$ cat src/tdr_pkg.sv
// Shared types and constants of the triangle depth rasteriser
package tdr_pkg;

  typedef enum logic [3:0] {
    ST_IDLE,
    ST_CLEAR,
    ST_SETUP,
    ST_PIXEL,
    ST_EDGE,
    ST_DIV,
    ST_READ,
    ST_TEST,
    ST_EMIT
  } state_t;

  localparam int CoordW = 13;
  localparam int DepthW = 16;
  localparam int ColorW = 24;
  localparam int EdgeW  = 28;
  localparam int NumW   = 46;
  localparam int DenW   = 28;
  localparam logic [ColorW-1:0] FillReset = 24'hFF0000;

endpackage

$ cat src/tdr_div.sv
// Restoring divider, one quotient bit per cycle, saturating to 16 bits
module tdr_div
  import tdr_pkg::*;
(
  input  logic              clk,
  input  logic              rst,
  input  logic              start,
  input  logic [NumW-1:0]   num,
  input  logic [DenW-1:0]   den,
  output logic              done,
  output logic [DepthW-1:0] quot
);
  localparam int CntW = $clog2(NumW + 1);

  logic [NumW-1:0] q;
  logic [DenW:0]   rem;
  logic [DenW-1:0] d;
  logic [CntW-1:0] cnt;
  logic            busy;
  logic [DenW:0]   trial;

  assign trial = {rem[DenW-1:0], q[NumW-1]};

  always_ff @(posedge clk) begin
    if (rst) begin
      busy <= 1'b0;
      done <= 1'b0;
    end else begin
      done <= 1'b0;
      if (start) begin
        busy <= 1'b1;
        q    <= num;
        d    <= den;
        rem  <= '0;
        cnt  <= CntW'(NumW);
      end else if (busy) begin
        if (trial >= {1'b0, d}) begin
          rem <= trial - {1'b0, d};
          q   <= {q[NumW-2:0], 1'b1};
        end else begin
          rem <= trial;
          q   <= {q[NumW-2:0], 1'b0};
        end
        cnt <= cnt - 1'b1;
        if (cnt == CntW'(1)) begin
          busy <= 1'b0;
          done <= 1'b1;
        end
      end
    end
  end

  assign quot = (q[NumW-1:DepthW] != '0) ? '1 : q[DepthW-1:0];
endmodule

$ cat config.mk
export PLATFORM = sky130hd
export DESIGN_NAME = tdr_div
export DESIGN_NICKNAME = d
export VERILOG_FILES = /design/src/tdr_pkg.sv /design/src/tdr_div.sv
export SDC_FILE = /design/constraint.sdc
export NUM_CORES = 1
export LEC_CHECK = 0
export ABC_CLOCK_PERIOD_IN_PS = 7800
export BUFFER_PORTS_ARGS = -buffer_cell sky130_fd_sc_hd__buf_2
export CAP_MARGIN = 40
export CORE_MARGIN = 2
export CORE_UTILIZATION = 55
export DETAILED_ROUTE_END_ITERATION = 10
export PLACE_DENSITY = 0.77
export SETUP_SLACK_MARGIN = 0.15
export SYNTH_ARGS = -nofsm -noshare
export SYNTH_HDL_FRONTEND = slang
export SYNTH_SLANG_ARGS = --single-unit
export TNS_END_PERCENT = 100
$ cat constraint.sdc
create_clock -name clk -period 7.8 [get_ports clk]
set_clock_uncertainty 0.2 [all_clocks]
set_input_delay 1.17 -clock clk [delete_from_list [all_inputs] [get_ports clk]]
set_output_delay 1.17 -clock clk [all_outputs]
set_load 0.01 [all_outputs]
# Word-level counts from Yosys, hierarchy flattened
# Cells that the tools add are included.
[op_classes]
bitwise = 2
order_cmp = 1
add_sub_neg = 2
reduce_logical = 5
mux = 11
eq_ne = 1
[op_table]
columns = ["cell", "n"]
rows = [
  ["$mux W46", 2],
  ["$mux W28", 2],
  ["$reduce_bool A30 Y1", 1],
  ["$ge A29 B28 Y1", 1],
  ["$sub A28 B28 Y28", 1],
  ["$mux W16", 1],
  ["$eq A6 B1 Y1 const B", 1],
  ["$mux W6", 1],
  ["$sub A6 B1 Y6 const B", 1],
  ["$mux W1", 5],
  ["$reduce_and A2 Y1", 2],
  ["$reduce_or A3 Y1", 1],
  ["$not A1 Y1", 2],
  ["$reduce_bool A2 Y1", 1],
]
[totals]
wordCells = 28
ff_bits = 110
in_bits = 77
output_inout_bits = 17

# Depth between registers and ports, before layout
# Gate-level depths: netlist of run 1.
[depth]
ltp_word = 4
mapped_depth = 13
mapped_depth_nobuf = 12

# Worst setup path after synthesis of run 1
# No wires, ideal clock.
[synth_timing]
path_kind = "input port to flip-flop"
start = "input port start"
end = "register cnt[0] (enable)"
required_time_ns = 7.080
setup_time_ns = 0.520
stages = 3
n_path_buf = 1
slack_ns = 2.260
arrival_time_ns = 4.820
path_cell_list = "clkbuf_1 > nor2_1 > nor2_1"
[synth_via]
elab_chain_cells = 2
[synth_rtl]
columns = ["item", "line_no", "source"]
rows = [
  ["start, declared", "tdr_div.sv:7", "input logic start,"],
  ["$reduce_bool A2 Y1 (no source line)", "n/a", ""],
  ["$reduce_and A2 Y1 (no source line)", "n/a", ""],
  ["end signal, assigned", "tdr_div.sv:35", "cnt <= CntW'(NumW);"],
  ["end signal, assigned", "tdr_div.sv:44", "cnt <= cnt - 1'b1;"],
  ["end, declared", "tdr_div.sv:18", "logic [CntW-1:0] cnt;"],
]
# Every way passes these cells.
# A chain may end at the register's enable or synchronous reset.

# Worst setup path in the final report of run 1
[layout_timing]
start = "register rem[0]"
end = "register rem[20] (data pin)"
[layout_via]
elab_chain_cells = 3
elab_cells_between_ends = 4
cone_classes = "add/sub (1); order compare (1); mux (2)"
[layout_rtl]
columns = ["item", "line_no", "source"]
rows = [
  ["start, declared", "tdr_div.sv:16", "logic [DenW:0] rem;"],
  ["start signal, assigned", "tdr_div.sv:38", "rem <= trial - {1'b0, d};"],
  ["start signal, assigned", "tdr_div.sv:41", "rem <= trial;"],
  ["$sub A28 B28 Y28 / $ge A29 B28 Y1 (equally long branches)", "tdr_div.sv:38, tdr_div.sv:37", ""],
  ["$mux W28 *", "tdr_div.sv:37", "if (trial >= {1'b0, d}) begin"],
  ["$mux W28 *", "tdr_div.sv:36", "end else if (busy) begin"],
]
# Mark *: on every way between the ends. The rest lies on a longest branch, timed or not. The select of a mux whose other input is x is not followed.

==> results_dict.tcl, run 1 <==
set metrics [dict create \
    io_buffers 93 \
    cts_sinks 110 \
    route.vias.total 4142 \
    synth_area_um2 6230 \
    postRouteAntennaNets 0 \
    max_clock_freq_ghz 0.265 \
    timing_max_transition_violations_final 0 \
    critical_path_arrival_ns 3.67 \
    first_drt_iteration_drcs 138 \
    synth.net_count 609 \
    dp.final_hpwl_um 8610 \
    synthCells 501 \
    holdBufCountCts 0 \
    cts_resized 0 \
    multi_input_comb_area_um2 2710 \
    worst-path-max-fanout 19 \
    fin_tns_setup_ns 0 \
    tightestPinTransition_ns 0.758 \
    grt_start_max_net_pins 49 \
    final_cells 736 \
    first_global_vias 4257 \
    setup-violations-final 0 \
    max-vdd-ir-drop_uv 167 \
    run_status "completed" \
    critical_path.max_stage_delay_ns 0.63 \
    postSynth.asyncResetShare_pct 0 \
    place.gp.congestion 0.863 \
    worstPathCellList "ha_1, nor2b_2, o2111ai_1, a31oi_2, o21ai_2, a211oi_4, o31ai_4, o211ai_4, buf_4, mux2i_1, nor2_1" \
    ys_ff_latch 110 \
    grt_setup_unrepaired "false" \
    die-height_um 110 \
    setup.worst_path.class "reg2reg" \
    num_antenna_cells 0 \
    power_density_nw_per_um2 214 \
    design.core.area_um2 10900 \
    worst_hold_slack_ns 0.309 \
    power.internal_mw 1.09 \
    final_period_minus_worst_setup_slack_ns 3.77 \
    clock_network_fraction_of_design_power_pct 28.6 \
    worstSetupEndpointType "flop" \
    fin_crit_sh_pct 48.4 \
    grt_usage_pct 20.6 \
    syn2layout_area_growth_pct 14.4 \
    grt_pass1_wl_um 20400 \
    power_frac_comb_pct 23.3 \
    preCtsSetupSlack_ns 3.97 \
    number_of_synthesized_flops_with_an_enable_pin 108 \
    drt-wirelength-per-cell_um 16.3 \
    clock_buffer_count_from_cts 9 \
    clock_insertion_delay_worst_skew_ns 0.36 \
    sequentialPowerShare_pct 48.0 \
    top_level_ports 94 \
    remaining_design_rule_violation_count 0 \
    critical_path_required_ns 7.70 \
    timing_hold_violations_final 0 \
    clk_path_buf_depth 2 \
    die_outline_width_um 110 \
    vias_per_cell 5.63 \
    synth-seq-area-share_pct 52.7 \
    slowest_stage "sky130_fd_sc_hd__o211ai_4" \
    dpl.cell_count 720 \
    dominantRegCellSynth "sky130_fd_sc_hd__edfxtp_1" \
    die_area_um2 12200 \
    ctsHtreeMaxLevel 3 \
    hold_path.class "reg2reg" \
    power_leakage_nw 2.88 \
    crit_path_start_kind "flop" \
    post_synth_num_cell_types 59 \
    layout.area.seq_um2 3280 \
    clock_transition_at_the_register_clock_pins_on_the_worst_setup_and_hold_paths_after_cts_ns 0.08 \
    maxCapViolations 0 \
    nets 699 \
    total_switching_power_mw 0.433 \
    rows 38 \
    detail_route.first_pass.iterations 4 \
    initial_core_util_pct 57.0 \
    gr-total-overflow 0 \
    clk_root_buffer_cell "sky130_fd_sc_hd__clkbuf_16" \
    clock_tree_from_tritoncts "done" \
    p_sw_share_pct 28.4 \
    post_route_cells_drive_above_1_share_pct 31.5 \
    post-route-worst-setup-slack_ns 4.03 \
    drt-total-wl_um 12000 \
    post-cts-setup-buffers 0 \
    antenna_found_initial 0 \
    fillers 840 \
    ys_warn_count 0 \
    relSlewSlack_pct 49.2 \
    synthesis.area_per_instance_um2 12.4 \
]
[per-stage QoR]
step                util, %  total power, mW  area, um^2
floorplan                 -             1.02        6230
global placement       62.2             1.08        6800
detailed placement     62.6             1.10        6840
CTS                    65.1             1.54        7120
global route           65.1             1.61        7120
finish                 65.1             1.53        7120
[layer usage]
layer | wire length [um] | up-vias | track usage [%]
met3 | 738 | 14 | 7.74
met4 | 157 | 0 | 4.92
met5 | 0 | - | 0
met2 | 5870 | 92 | 34.0
met1 | 5200 | 1984 | 25.7
li1 | - | 2052 | -
[critical path, delay by kind of cell, from the launching register on]
| family | cells | cell delay, ns |
|---|---|---|
| adder cells (fa/ha/maj) | 1 | 0.32 |
| multiplexers | 1 | 0.25 |
| buffers and inverters | 1 | 0.43 |
| flip-flops | 1 | 0.43 |
| AND/OR/NAND/NOR | 2 | 0.21 |
| AO/OA/AOI/OAI | 6 | 1.66 |
[Yosys cell counts, types with 6 or more instances]
| cell type | instances | area, um^2 |
|---|---|---|
| sky130_fd_sc_hd__a21oi_1 | 22 | 110 |
| sky130_fd_sc_hd__nor3_1 | 8 | 40.0 |
| sky130_fd_sc_hd__xor2_1 | 11 | 96.3 |
| sky130_fd_sc_hd__mux2i_1 | 19 | 190 |
| sky130_fd_sc_hd__inv_1 | 36 | 135 |
| sky130_fd_sc_hd__nor4_1 | 8 | 50.1 |
| sky130_fd_sc_hd__a21o_1 | 9 | 67.6 |
| sky130_fd_sc_hd__or3_1 | 17 | 106 |
| sky130_fd_sc_hd__clkbuf_1 | 15 | 56.3 |
| sky130_fd_sc_hd__mux2_2 | 46 | 518 |
| sky130_fd_sc_hd__nor2_1 | 34 | 128 |
| sky130_fd_sc_hd__ha_1 | 30 | 375 |
| sky130_fd_sc_hd__o21a_1 | 6 | 45.0 |
| sky130_fd_sc_hd__nand2b_1 | 9 | 56.3 |
| sky130_fd_sc_hd__nand3_1 | 10 | 50.1 |
| sky130_fd_sc_hd__nand2_1 | 11 | 41.3 |
| sky130_fd_sc_hd__edfxtp_1 | 108 | 3240 |
| sky130_fd_sc_hd__xnor2_1 | 17 | 149 |
[worst paths after layout]
| check | slack, ns | depth (start not counted) | startpoint | end |
|---|---|---|---|---|
| worst max-delay path | 4.03 | 11 | rem[0] | rem[20] |
| worst min-delay path | 0.31 | 1 | busy | done |
| worst max register to register | 4.03 | 11 | rem[0] | rem[20] |
| worst min register to register | 0.31 | 1 | busy | done |
[cells by family after synthesis]
group | after synthesis | share of synthesized area (%)
adder cells (fa/ha/maj) | 31 | 6.35
buffers and inverters | 56 | 4.00
AO/OA/AOI/OAI | 84 | 10.8
flip-flops | 110 | 52.7
XOR/XNOR | 28 | 3.94
AND/OR/NAND/NOR | 127 | 10.8
multiplexers | 65 | 11.4
[state kept, by name, indices dropped and copies added, names as in the netlist]
| signal | count |
|---|---|
| d | 28 |
| cnt | 6 |
| busy | 1 |
| rem | 28 |
| q | 46 |
| done | 1 |
[final cells by class]
class                           instances  share of cell area, %
Sequential cell                       110                   46.1
Clock inverter                          7                  0.773
Timing Repair Buffer                   99                   7.62
Inverter                               36                   1.90
Multi-Input combinational cell        335                   38.0
Clock buffer                            9                   3.16
Tap cell                              140                   2.46
[power by group through the flow]
stage                     logic [mW]  clock network (mW)  registers (mW)
final                          0.356               0.437           0.733
after detailed placement       0.354                   0           0.745
after global routing           0.398               0.472           0.738
after global placement         0.339                   0           0.744
after CTS                      0.356               0.449           0.733
after floorplan                0.284                   0           0.741
[cells in the final DEF, fill, tap and decap left out, types with 6 or more instances in the layout]
cell type / instances
sky130_fd_sc_hd__a21o_1: 9
sky130_fd_sc_hd__nor4_1: 8
sky130_fd_sc_hd__xor2_1: 11
sky130_fd_sc_hd__xnor2_1: 17
sky130_fd_sc_hd__edfxtp_1: 108
sky130_fd_sc_hd__nand2b_1: 9
sky130_fd_sc_hd__mux2_2: 46
sky130_fd_sc_hd__nand3_1: 10
sky130_fd_sc_hd__buf_2: 93
sky130_fd_sc_hd__or3_1: 17
sky130_fd_sc_hd__nand2_1: 11
sky130_fd_sc_hd__inv_1: 36
sky130_fd_sc_hd__a21oi_1: 22
sky130_fd_sc_hd__ha_1: 30
sky130_fd_sc_hd__nor2_1: 33
sky130_fd_sc_hd__clkbuf_16: 9
sky130_fd_sc_hd__mux2i_1: 19
sky130_fd_sc_hd__nor3_1: 8
sky130_fd_sc_hd__o21a_1: 6
Power figures use the tool's default switching activity.
==> run 2, diff against run 1 <==
--- a/config.mk
+++ b/config.mk
@@ -5,7 +5,7 @@
 export SDC_FILE = /design/constraint.sdc
 export NUM_CORES = 1
 export LEC_CHECK = 0
-export ABC_CLOCK_PERIOD_IN_PS = 7800
+export ABC_CLOCK_PERIOD_IN_PS = 3700
 export BUFFER_PORTS_ARGS = -buffer_cell sky130_fd_sc_hd__buf_2
 export CAP_MARGIN = 40
 export CORE_MARGIN = 2
==> constraint.sdc (replaced) <==
create_clock -name clk -period 3.7 [get_ports clk]
set_clock_uncertainty 0.2 [all_clocks]
set_input_delay 0.555 -clock clk [delete_from_list [all_inputs] [get_ports clk]]
set_output_delay 0.555 -clock clk [all_outputs]
set_load 0.01 [all_outputs]
==> results_dict.tcl, run 2 (same netlist as run 1, synthesis figures left out) <==
set metrics [dict create \
    hold_path.class "in2reg" \
    fin_crit_sh_pct 83.8 \
    layout.cells.most_common "sky130_fd_sc_hd__edfxtp_1" \
    p_sw_share_pct 28.1 \
    ctsHtreeMaxLevel 3 \
    grt_start_max_net_pins 62 \
    dp.final_hpwl_um 8670 \
    largest_registers "q: 46 flops, d: 28 flops, rem: 28 flops" \
    setup.worst_path.class "reg2reg" \
    top_usage_layer "met2" \
    first_drt_iteration_drcs 230 \
    max-vdd-ir-drop_uv 426 \
    run_status "completed" \
    sequentialPowerShare_pct 46.7 \
    final_std_cell_area_no_fill_um2 7150 \
    design.core.area_um2 10900 \
    gr-total-overflow 0 \
    setup-violations-final 0 \
    die-height_um 110 \
    timing_hold_violations_final 0 \
    final_period_minus_worst_setup_slack_ns 3.10 \
    clk_path_buf_depth 2 \
    num_antenna_cells 0 \
    max_clock_freq_ghz 0.323 \
    remaining_design_rule_violation_count 0 \
    clock_insertion_delay_worst_skew_ns 0.36 \
    postRouteAntennaNets 0 \
    drt-wirelength-per-cell_um 16.8 \
    timing_max_transition_violations_final 0 \
    power_density_nw_per_um2 463 \
    clock_buffer_count_from_cts 9 \
    place.gp.congestion 0.883 \
    tightestPinTransition_ns 0.690 \
    worst-path-max-fanout 12 \
    rows 38 \
    post-cts-setup-buffers 0 \
    final_cell_mix "sky130_fd_sc_hd__edfxtp_1, sky130_fd_sc_hd__buf_2, sky130_fd_sc_hd__mux2_2, sky130_fd_sc_hd__inv_1, sky130_fd_sc_hd__nor2_1" \
    syn2layout_area_growth_pct 14.7 \
    critical_path_arrival_ns 2.99 \
    clk_root_buffer_cell "sky130_fd_sc_hd__clkbuf_16" \
    fillers 841 \
    clock_transition_at_the_register_clock_pins_on_the_worst_setup_and_hold_paths_after_cts_ns 0.08 \
    fin_tns_setup_ns 0 \
    clock_tree_from_tritoncts "done" \
    grt_pass1_wl_um 21000 \
    first_global_vias 4248 \
    power_frac_comb_pct 22.9 \
    nets 700 \
    relSlewSlack_pct 53.9 \
    globalRouteMet1Util_pct 27.1 \
    power.internal_mw 2.38 \
    clock_network_fraction_of_design_power_pct 30.4 \
    crit_path_start_kind "flop" \
    cts_sinks 110 \
    antenna_found_initial 1 \
    die_outline_width_um 110 \
    cts_resized 0 \
    gr-usage-met3_pct 7.68 \
    detail_route.first_pass.iterations 5 \
    vias_per_cell 5.72 \
    power_leakage_nw 2.90 \
    dpl-instance-area_um2 6840 \
    drt-total-wl_um 12300 \
    grt_setup_unrepaired "false" \
    die_area_um2 12200 \
    met2_usage_pct 34.3 \
    total_switching_power_mw 0.930 \
    maxCapViolations 0 \
    route.vias.total 4212 \
    registers.top_by_ff_count "q" \
    top_level_ports 94 \
    worstSetupEndpointType "flop" \
    post_route_cells_drive_above_1_share_pct 31.8 \
    holdBufCountCts 0 \
    largest_reg_flops 46 \
    initial_core_util_pct 57.0 \
    critical_path_required_ns 3.59 \
    worst_hold_slack_ns 0.162 \
    grt_usage_pct 21.2 \
    io_buffers 93 \
]
run 2: layer usage:
layer	vias up	share of wire (%)	wire length, um
met2	125	48	5940
li1	2055	-	-
met5	-	0.11	13
met1	2011	43	5330
met3	19	7.1	879
met4	2	1.5	187
run 2: cell type report:
| type | count | area (um^2) | share of cell area (%) |
|---|---|---|---|
| tap | 140 | 175 | 2.45 |
| multi-input combinational | 335 | 2710 | 37.9 |
| clock buffer | 9 | 225 | 3.15 |
| sequential | 110 | 3280 | 45.9 |
| timing repair buffer | 100 | 543 | 7.60 |
| clock inverter | 7 | 77.6 | 1.09 |
| inverter | 36 | 135 | 1.89 |
run 2: metrics by stage:
stage / utilization (%) / power (mW) / std cells / worst slack (ns)
3_5_place_dp: 62.6 / 2.33 / 721 / 0.620
2_1_floorplan: - / 2.16 / 501 / 0.760
6_report: 65.4 / 3.31 / 737 / 0.599
5_1_grt: 65.4 / 3.47 / 737 / 0.379
3_3_place_gp: 62.6 / 2.30 / 721 / 0.658
4_1_cts: 65.4 / 3.33 / 737 / 0.590
run 2: power by group through the flow:
stage | Sequential, mW | Clock, mW | Combinational (mW)
CTS | 1.55 | 1.02 | 0.760
global route | 1.56 | 1.06 | 0.845
floorplan | 1.56 | 0 | 0.599
finish | 1.55 | 1.01 | 0.759
detailed placement | 1.57 | 0 | 0.755
global placement | 1.57 | 0 | 0.734
run 2: path summary, 6_finish.rpt:
kind              startpoint  endpoint  slack (ns)  cells past startpoint
hold reg to reg         busy      done        0.31                      1
setup / recovery      rem[0]   rem[18]        0.60                     11
setup reg to reg      rem[0]   rem[18]        0.60                     11
hold / removal       den[24]     d[24]        0.16                      1
run 2: worst max-delay path, stage by stage (launching register included):
cell and delay (ns):
sky130_fd_sc_hd__edfxtp_1 0.43, sky130_fd_sc_hd__ha_1 0.31, sky130_fd_sc_hd__nor2b_2 0.16, sky130_fd_sc_hd__o2111ai_1 0.15, sky130_fd_sc_hd__a31oi_2 0.27, sky130_fd_sc_hd__o21ai_2 0.11, sky130_fd_sc_hd__a211oi_4 0.31, sky130_fd_sc_hd__o31ai_4 0.14
sky130_fd_sc_hd__o211ai_4 0.21, sky130_fd_sc_hd__buf_4 0.25, sky130_fd_sc_hd__mux2i_1 0.21, sky130_fd_sc_hd__nor2_1 0.06
